==> src/hw/rtl/mbrl_pkg.sv <==
`timescale 1ns / 1ps
// ---------------------------------------------------------------------------
// mbrl_pkg
// Shared constants, codes and controller/datapath types.
// ---------------------------------------------------------------------------
package mbrl_pkg;

  localparam int TBL_DIM = 128;
  localparam int AX_AW   = $clog2(TBL_DIM);
  localparam int TBL_AW  = 2 * AX_AW;
  localparam int TBL_DEP = TBL_DIM * TBL_DIM;
  localparam int CNT_W   = 8;
  localparam int DAT_W   = 32;
  localparam int Q_FRAC  = 16;
  localparam int FR_W    = Q_FRAC + 1;
  localparam int W_W     = 2 * Q_FRAC + 1;

  // divider sizes: signed operands, magnitudes, bits per cycle
  localparam int DIV_NW  = 66;
  localparam int DIV_DW  = 34;
  localparam int DIV_MW  = 64;
  localparam int DIV_DMW = 33;
  localparam int DIV_SPC = 2;
  localparam int DIV_CYC = DIV_MW / DIV_SPC;
  localparam int DIV_CW  = $clog2(DIV_CYC);

  localparam logic [FR_W-1:0]         ONE_Q16  = 17'h1_0000;
  localparam logic signed [DAT_W-1:0] MISS_LIM = 32'shFFFF_0000;

  typedef enum logic [2:0] {
    OP_LOAD_X   = 3'd0,
    OP_LOAD_Y   = 3'd1,
    OP_LOAD_IDX = 3'd2,
    OP_LOAD_CHL = 3'd3,
    OP_COMP     = 3'd4
  } op_code_e;

  typedef enum logic [1:0] {
    ST_OK   = 2'd0,
    ST_CHL  = 2'd1,
    ST_REFL = 2'd2,
    ST_MISS = 2'd3
  } stat_e;

  typedef enum logic {
    CFG_X_CNT = 1'b0,
    CFG_Y_CNT = 1'b1
  } cfg_idx_e;

  typedef enum logic [4:0] {
    CMD_NONE,
    CMD_CAPTURE,
    CMD_STAT,
    CMD_RDIV,
    CMD_RLATCH,
    CMD_CMIN,
    CMD_CMAX,
    CMD_SRCH,
    CMD_RLO,
    CMD_RHI,
    CMD_FDIV,
    CMD_FDONE,
    CMD_FZERO,
    CMD_CRD,
    CMD_CMUL,
    CMD_CACC,
    CMD_IDIV,
    CMD_ILATCH,
    CMD_CLATCH,
    CMD_OUT
  } dp_op_e;

  typedef enum logic [4:0] {
    S_IDLE, S_CHECK, S_RDIV, S_CMIN, S_CMAX, S_SRCH, S_RLO, S_RHI,
    S_FSTART, S_FDIV, S_NEXT, S_CRD, S_CMUL, S_CACC, S_WCHK,
    S_IDIV, S_CDIV, S_FIN
  } ctl_st_e;

  typedef struct packed {
    dp_op_e     op;
    logic       ax;
    logic [1:0] corner;
    stat_e      stat;
  } dp_cmd_t;

  typedef struct packed {
    logic op_comp;
    logic chl_bad;
    logic refl_bad;
    logic div_done;
    logic cnt_min;
    logic srch_end;
    logic den_zero;
    logic wt_zero;
    logic out_free;
  } dp_sts_t;

  // axis count as used: below 2 acts as 2, above the table size as the size
  function automatic logic [CNT_W-1:0] eff_count(input logic [CNT_W-1:0] c);
    logic [CNT_W-1:0] r;
    if (c < CNT_W'(2)) r = CNT_W'(2);
    else if (c > CNT_W'(TBL_DIM)) r = CNT_W'(TBL_DIM);
    else r = c;
    return r;
  endfunction

endpackage

==> src/hw/rtl/mbrl_ctrl.sv <==
`timescale 1ns / 1ps
// ---------------------------------------------------------------------------
// mbrl_ctrl
// Sequencer: ratios, clamp, bracket search, fractions, corners, divisions.
// ---------------------------------------------------------------------------
module mbrl_ctrl (
  input  logic              clk,
  input  logic              rst_n,
  input  logic              in_valid,
  output logic              in_stall,
  input  mbrl_pkg::dp_sts_t sts,
  output mbrl_pkg::dp_cmd_t cmd
);
  import mbrl_pkg::*;

  ctl_st_e    state_r, state_nxt;
  logic       ax_r, ax_nxt;
  logic [1:0] corner_r, corner_nxt;

  always_ff @(posedge clk) begin
    if (!rst_n) begin
      state_r  <= S_IDLE;
      ax_r     <= 1'b0;
      corner_r <= '0;
    end else begin
      state_r  <= state_nxt;
      ax_r     <= ax_nxt;
      corner_r <= corner_nxt;
    end
  end

  always_comb begin
    state_nxt  = state_r;
    ax_nxt     = ax_r;
    corner_nxt = corner_r;
    cmd.op     = CMD_NONE;
    cmd.ax     = ax_r;
    cmd.corner = corner_r;
    cmd.stat   = ST_OK;
    in_stall   = 1'b1;
    unique case (state_r)
      S_IDLE: begin
        in_stall = 1'b0;
        if (in_valid) begin
          cmd.op = CMD_CAPTURE;
          if (sts.op_comp) state_nxt = S_CHECK;
        end
      end
      S_CHECK: begin
        priority if (sts.chl_bad) begin
          cmd.op    = CMD_STAT;
          cmd.stat  = ST_CHL;
          state_nxt = S_FIN;
        end else if (sts.refl_bad) begin
          cmd.op    = CMD_STAT;
          cmd.stat  = ST_REFL;
          state_nxt = S_FIN;
        end else begin
          cmd.op    = CMD_RDIV;
          cmd.ax    = 1'b0;
          ax_nxt    = 1'b0;
          state_nxt = S_RDIV;
        end
      end
      S_RDIV: begin
        if (sts.div_done) begin
          cmd.op    = CMD_RLATCH;
          state_nxt = S_CMIN;
        end
      end
      S_CMIN: begin
        cmd.op    = CMD_CMIN;
        state_nxt = S_CMAX;
      end
      S_CMAX: begin
        cmd.op    = CMD_CMAX;
        state_nxt = sts.cnt_min ? S_RLO : S_SRCH;
      end
      S_SRCH: begin
        cmd.op = CMD_SRCH;
        if (sts.srch_end) state_nxt = S_RLO;
      end
      S_RLO: begin
        cmd.op    = CMD_RLO;
        state_nxt = S_RHI;
      end
      S_RHI: begin
        cmd.op    = CMD_RHI;
        state_nxt = S_FSTART;
      end
      S_FSTART: begin
        if (sts.den_zero) begin
          cmd.op    = CMD_FZERO;
          state_nxt = S_NEXT;
        end else begin
          cmd.op    = CMD_FDIV;
          state_nxt = S_FDIV;
        end
      end
      S_FDIV: begin
        if (sts.div_done) begin
          cmd.op    = CMD_FDONE;
          state_nxt = S_NEXT;
        end
      end
      S_NEXT: begin
        if (!ax_r) begin
          cmd.op    = CMD_RDIV;
          cmd.ax    = 1'b1;
          ax_nxt    = 1'b1;
          state_nxt = S_RDIV;
        end else begin
          corner_nxt = '0;
          state_nxt  = S_CRD;
        end
      end
      S_CRD: begin
        cmd.op    = CMD_CRD;
        state_nxt = S_CMUL;
      end
      S_CMUL: begin
        cmd.op    = CMD_CMUL;
        state_nxt = S_CACC;
      end
      S_CACC: begin
        cmd.op     = CMD_CACC;
        corner_nxt = corner_r + 2'd1;
        state_nxt  = (corner_r == 2'd3) ? S_WCHK : S_CRD;
      end
      S_WCHK: begin
        if (sts.wt_zero) begin
          cmd.op    = CMD_STAT;
          cmd.stat  = ST_MISS;
          state_nxt = S_FIN;
        end else begin
          cmd.op    = CMD_IDIV;
          state_nxt = S_IDIV;
        end
      end
      S_IDIV: begin
        if (sts.div_done) begin
          cmd.op    = CMD_ILATCH;
          state_nxt = S_CDIV;
        end
      end
      S_CDIV: begin
        if (sts.div_done) begin
          cmd.op    = CMD_CLATCH;
          state_nxt = S_FIN;
        end
      end
      S_FIN: begin
        if (sts.out_free) begin
          cmd.op    = CMD_OUT;
          state_nxt = S_IDLE;
        end
      end
      default: state_nxt = S_IDLE;
    endcase
  end

endmodule

==> config.mk <==
export PLATFORM = sky130hd
export DESIGN_NAME = mbrl_ctrl
export DESIGN_NICKNAME = d
export VERILOG_FILES = /design/src/hw/rtl/mbrl_pkg.sv /design/src/hw/rtl/mbrl_ctrl.sv
export SDC_FILE = /design/constraint.sdc
export NUM_CORES = 1
export LEC_CHECK = 0
export BUFFER_PORTS_ARGS = -buffer_cell sky130_fd_sc_hd__buf_2
export CORE_ASPECT_RATIO = 1.25
export CORE_MARGIN = 4
export CORE_UTILIZATION = 57
export DETAILED_ROUTE_END_ITERATION = 8
export MAX_ROUTING_LAYER = met4
export PLACE_DENSITY_LB_ADDON = 0.25
export REMOVE_ABC_BUFFERS = 1
export SLEW_MARGIN = 20
export SYNTH_ARGS = -nofsm -noshare
export SYNTH_HDL_FRONTEND = slang
export SYNTH_SLANG_ARGS = --single-unit
==> constraint.sdc <==
create_clock -name clk -period 4.97 [get_ports clk]
set_input_delay 0.497 -clock clk [delete_from_list [all_inputs] [get_ports clk]]
set_output_delay 0.497 -clock clk [all_outputs]
set_load 0.01 [all_outputs]
==> results.toml, run 1 <==
[status]
status = "completed"

[power_and_ir_drop]
swShare_pct = 50.53
p_seq_share_pct = 31.2
irDropWorstVdd_uv = 240.6
leakagePower_uw = 0.0004226
p_int_uw = 238.7
power.switching_uw = 243.8
clock_power_share_pct = 9.9
p_comb_share_pct = 58.9
p_per_area_nw_per_um2 = 453.1

[worst_hold_path]
hold_depth = 2
min_from = "corner_r[1]$_SDFFE_PN0P_"
holdCritPathClass = "reg -> reg"
hold_path_end = "corner_r[1]$_SDFFE_PN0P_"

[detailed_routing]
antenna_left = 0
vias = 1143
drt_iter0_drc = 42
drc = 0
routed_wl_um = 2599
first_pass_iters = 4
wire_per_inst_um = 15.29
via_per_inst = 6.724

[global_route]
grt_use_met2_pct = 39.47
use_met3_pct = 1.338
use_met1_pct = 25.59
grt_overflow = 0
grt_busiest_layer = "met2"
grt_max_degree = 28
grt_pass1_wl_um = 4098
antenna_found_initial = 0
grt_pass1_vias = 1001
grt.total_usage_pct = 23.22

[synth]
syn_area_per_cell_um2 = 6.926
yosysWarnings = 0
yosys.area.top_type_share_pct = 16.52
synth_compound_area_share_pct = 32.00
synthSimpleGateAreaFrac_pct = 37.68
synth_seq_area_share_pct = 16.52
synth_top_family_by_area = "simple AND/OR/NAND/NOR gates"
synth_adder_area_share_pct = 1.290
synth-xor-area-share_pct = 0.9032
synth_flop_cell = "dfxtp_1"
synth_area_um2 = 969.7
synthMuxAreaShare_pct = 3.097
synth_seq_cells = 8
ys_async_sr_fraction_pct = 0
synth_edf_count = 0
syn_inst = 140
synth_cell_types = 47
synth_top_cell_by_area = "dfxtp_1"
synth_top_cells_by_area = "dfxtp_1 (17%), nand2_1 (5.4%), buf_2 (4.6%)"

[timing]
maxClockFrequency_mhz = 381.3
rsz0062_at_grt = "false"
fin_crit_ns = 2.623
worst_pin_slew_ns = 0.8543
setup_viol = 0
finalMaxSlewViolations = 0
fin_crit_sh_pct = 52.78
hold_viol = 0
skew_ns = 0.001793
relSlewSlack_pct = 42.97
finalHoldWorstSlack_ns = 0.5609
finalSetupTns_ns = 0

[cells_and_area]
finish.utilization_pct = 67.33
final_cells = 170
area_growth_pct = 9.806
nets = 167
seqCellArea_um2 = 160.2
antennaDiodeCount = 0
fillers = 157
drive_gt1_share_pct = 20.39
multiInputGateArea_um2 = 726.9

[clocking]
cts_max_path_buffers = 2
clock_sinks = 8
cts_root_buffer = "clkbuf_4"
cts_buffers = 3
cts_post_setup_buffers_inserted = 0
cts-hold-fix-buffers = 0
cts_tree = "done"
h-tree-depth = 1
insertion_delay_ns = 0.25
cts.reportedPaths.clkPinSlew_ns = 0.05
post_cts_resized = 0

[critical_path]
path_max_fanout = 21
worstPathRequired_ns = 4.47
worstSetupStartpointType = "register"
r2r_start = "state_r[1]$_SDFFE_PN0P_"
r2r_slack_ns = 2.86
critPathArrivalTime_ns = 2.13
crit_slowest_cell = "dfxtp_1"
critPathKind = "reg -> out"
worst_setup_path_end_kind = "primary output"
path_cells = "inv_1 > or3_1 > a21oi_1 > a2111oi_0 > buf_2"
rr_worst_depth = 4
r2r-end = "state_r[0]$_SDFFE_PN0P_"
slowest_delay_ns = 0.75

[place]
gp_congestion = 0.9101
port_buffers = 22
hpwlAfterDp_um = 1893
dpl.cell_count = 167

[die]
num_rows = 16
die-area_um2 = 2429
fp.coreArea_um2 = 1582
die_y_um = 54.12
fp.dieW_um = 44.89
initial_core_util_pct = 61.31
ios = 23

[flow_run]
drv_cap = 0
layer usage:
layer | share of wire [%] | wire length [um] | vias up
met1 | 42 | 1089 | 524
li1 | - | - | 551
met5 | 0 | 0 | -
met2 | 49 | 1276 | 64
met3 | 7.6 | 197 | 4
met4 | 1.3 | 35 | 0
power by group through the flow:
stage	Combinational, uW	Sequential (uW)	Clock [uW]
after CTS	282	147	49.7
final	284	151	47.9
after detailed placement	281	148	0
after global routing	311	155	52.0
after global placement	276	146	0
after floorplan	211	127	0
placed cells by master (no fill, tap or decap), drive strengths merged, types with 2 or more instances in the layout:
master / instances
a2111oi: 2
a21oi: 7
a221oi: 3
a22oi: 3
a31oi: 2
and2: 2
and3: 2
buf: 22
clkbuf: 3
dfxtp: 8
inv: 6
mux2i: 3
nand2: 14
nand2b: 2
nand3: 4
nand3b: 2
nand4b: 2
nor2: 8
nor2b: 7
nor3: 5
nor3b: 3
nor4: 2
o211ai: 5
o21ai: 7
o21bai: 2
o31ai: 2
or2: 4
or3: 3
registers in the layout (all words and copies together) (netlist names):
register	count
ax_r	1
corner_r	2
state_r	5
cell usage after synthesis (4+ instances only):
cell type / number
nor2b_1: 7
a21oi_1: 7
inv_1: 6
o211ai_1: 4
o21ai_0: 7
dfxtp_1: 8
or2_2: 4
nand2_1: 14
nor3_1: 5
nor2_1: 8
nand3_1: 4
buf_2: 9
per-stage QoR:
stage | total power [uW] | instance area, um^2 | setup slack, ns
finish | 482.5 | 1065 | 2.347
detailed placement | 428.6 | 1042 | 2.647
CTS | 478.4 | 1065 | 2.370
global placement | 421.6 | 1042 | 2.699
floorplan | 337.4 | 909.6 | 2.882
global route | 517.7 | 1065 | 2.166
cell families (layout without fill, tap and decap cells):
family | after synthesis | count (layout)
mux | 3 | 3
simple gates | 65 | 65
flops | 8 | 8
buf+inv | 19 | 31
xor+xnor | 1 | 1
compound gates | 43 | 43
fa+ha+maj | 1 | 1
worst max-delay path by stage:
| stage | slack [ns] | startpoint | endpoint |
|---|---|---|---|
| 2_1_floorplan | 2.88 | state_r[2]$_SDFFE_PN0P_ | cmd[8] |
| 3_3_place_gp | 2.70 | state_r[1]$_SDFFE_PN0P_ | cmd[6] |
| 3_5_place_dp | 2.65 | state_r[1]$_SDFFE_PN0P_ | cmd[6] |
| 4_1_cts | 2.37 | state_r[1]$_SDFFE_PN0P_ | cmd[6] |
| 5_1_grt | 2.17 | state_r[0]$_SDFFE_PN0P_ | cmd[8] |
| 6_report | 2.35 | state_r[0]$_SDFFE_PN0P_ | cmd[8] |
worst max-delay path, delay by kind of cell, from the launching register on:
family | cells | cell delay [ns]
compound gates | 2 | 0.23
buf+inv | 2 | 0.48
flops | 1 | 0.75
simple gates | 1 | 0.42
cell type report:
| type | count | area share (%) |
|---|---|---|
| Multi-Input combinational cell | 113 | 68.27 |
| Sequential cell | 8 | 15.04 |
| Timing Repair Buffer | 22 | 10.34 |
| Clock buffer | 3 | 2.115 |
| Inverter | 6 | 2.115 |
| Tap cell | 18 | 2.115 |
Power figures use the tool's default switching activity.
==> run 2, diff against run 1 <==
CORE_UTILIZATION = 48   (was 57)
clock period = 2.2 ns   (was 4.97 ns; I/O delays follow)
==> results.toml, run 2 (synthesis gave the netlist of run 1 again) <==
[status]
status = "completed"

[critical_path]
r2r_slack_ns = 0.26
crit_slowest_cell = "dfxtp_1"
r2r-end = "state_r[0]$_SDFFE_PN0P_"
r2r_start = "state_r[3]$_SDFFE_PN0P_"
slowest_delay_ns = 0.55
path_max_fanout = 11
worstSetupStartpointType = "register"
critPathKind = "reg -> out"
critical_path.endpoint = "cmd[8]"
worstPathRequired_ns = 1.98
critPathArrivalTime_ns = 1.86
worst_setup_path_end_kind = "primary output"
path_cells = "inv_1 > or3_1 > a21oi_1 > a2111oi_1 > buf_2"
rr_worst_depth = 5
critPathLaunch = "state_r[0]$_SDFFE_PN0P_"

[clocking]
cts_root_buffer = "clkbuf_4"
cts_post_setup_buffers_inserted = 0
cts_max_path_buffers = 2
cts_tree = "done"
cts_buffers = 3
cts.reportedPaths.clkPinSlew_ns = 0.05
insertion_delay_ns = 0.26
clock_sinks = 8
cts-hold-fix-buffers = 0
h-tree-depth = 1

[timing]
finalMaxSlewViolations = 0
relSlewSlack_pct = 64.91
setup_viol = 0
maxClockFrequency_mhz = 481.1
finalHoldWorstSlack_ns = 0.2865
skew_ns = 0.002560
fin_crit_ns = 2.079
fin_crit_sh_pct = 94.49
rsz0062_at_grt = "false"
hold_viol = 0
finalSetupTns_ns = 0
worst_pin_slew_ns = 0.5215

[cells_and_area]
drive_gt1_share_pct = 25.62
mostFrequentLayoutCells = "buf_2 (22), nand2_1 (14), nor2_1 (8), buf_4 (8)"
area_growth_pct = 16.64
final_cells = 179
fin_area_um2 = 1131
largest_register_ffs = 5
nets = 175
antennaDiodeCount = 0
final_common_cell = "buf_2"
largest-register = "state_r"
reg_top3 = "state_r (5), corner_r (2), ax_r (1)"

[detailed_routing]
drt_iter0_drc = 47
drc = 0
via_per_inst = 6.436
antenna_left = 0
first_pass_iters = 4
wire_per_inst_um = 15.68
vias = 1152
routed_wl_um = 2807

[die]
num_rows = 17
die-area_um2 = 2808
die_y_um = 58.25
fp.coreArea_um2 = 1851
initial_core_util_pct = 52.40
ios = 23
fp.dieW_um = 48.20

[power_and_ir_drop]
leakagePower_uw = 0.0004663
swShare_pct = 49.47
power.switching_uw = 580.7
irDropWorstVdd_uv = 614.6
p_seq_share_pct = 23.1
p_int_uw = 593.0
p_comb_share_pct = 67.0
clock_power_share_pct = 9.8
p_per_area_nw_per_um2 = 1038

[global_route]
grt_max_degree = 19
grt_pass1_vias = 1065
grt.total_usage_pct = 22.32
grt_pass1_wl_um = 4519
grt_overflow = 0
antenna_found_initial = 0

[place]
place_area_um2 = 1104
gp_congestion = 0.9365
hpwlAfterDp_um = 2214
port_buffers = 22
dpl.cell_count = 176

[flow_run]
drv_cap = 0

[worst_hold_path]
holdCritPathClass = "in -> reg"
==> run 2: cell types whose count changed in the layout (fill, tap and decap cells not counted), sizes merged <==
cell,change
buf,+8
==> run 2: metrics by stage <==
step / setup slack (ns) / utilization, % / total power (uW)
after floorplan: 0.3584 / - / 762.3
after global placement: 0.3351 / 59.63 / 1033
after detailed placement: 0.3062 / 59.63 / 1043
after CTS: 0.06471 / 60.85 / 1165
after global routing: 0.01051 / 61.12 / 1274
final: 0.1213 / 61.12 / 1174
==> run 2: worst min path at each step <==
| stage | slack (ns) | end | start | depth (start not counted) |
|---|---|---|---|---|
| after detailed placement | 0.55 | corner_r[1]$_SDFFE_PN0P_ | corner_r[1]$_SDFFE_PN0P_ | 2 |
| final | 0.29 | state_r[0]$_SDFFE_PN0P_ | rst_n | 2 |
| after floorplan | 0.34 | ax_r$_SDFFE_PN0N_ | rst_n | 1 |
| after CTS | 0.28 | state_r[0]$_SDFFE_PN0P_ | rst_n | 2 |
| after global placement | 0.54 | corner_r[0]$_SDFFE_PN0P_ | corner_r[0]$_SDFFE_PN0P_ | 2 |
| after global routing | 0.30 | corner_r[1]$_SDFFE_PN0P_ | rst_n | 2 |
==> run 2: routing by layer <==
metal / vias up / routed length [um] / track usage (%)
met5: - / 0 / -
met4: 0 / 104 / 16.92
met3: 11 / 196 / 1.242
met2: 56 / 1293 / 30.41
met1: 518 / 1212 / 29.41
li1: 567 / - / -
==> run 2: critical path, delay by kind of cell (launching register included) <==
kind / cells / cell delay, ns
buffers and inverters: 2 / 0.40
AOI/OAI and AO/OA: 2 / 0.24
DFF: 1 / 0.55
and+or+nand+nor: 1 / 0.41
==> run 2: power groups by stage <==
stage          combinational [uW]  clock [uW]  sequential (uW)
6_report                      787         116              271
5_1_grt                       872         123              279
4_1_cts                       779         119              266
3_5_place_dp                  777           0              266
3_3_place_gp                  767           0              267
2_1_floorplan                 476           0              286
==> run 2: final cells by class <==
class / count / area, um^2
fillers: 179 / 719.4
repair buffers: 30 / 170.2
multi-input cells: 113 / 730.7
clock buffers: 3 / 22.52
flip-flops and latches: 8 / 161.4
inverters: 6 / 22.52
well taps: 19 / 23.77
==> run 2: repair_timing <==
item / in CTS / in global routing
endpoints found under the setup margin: 0 / 3
gates resized for setup: 0 / 3
endpoints found under the hold margin: 0 / 0
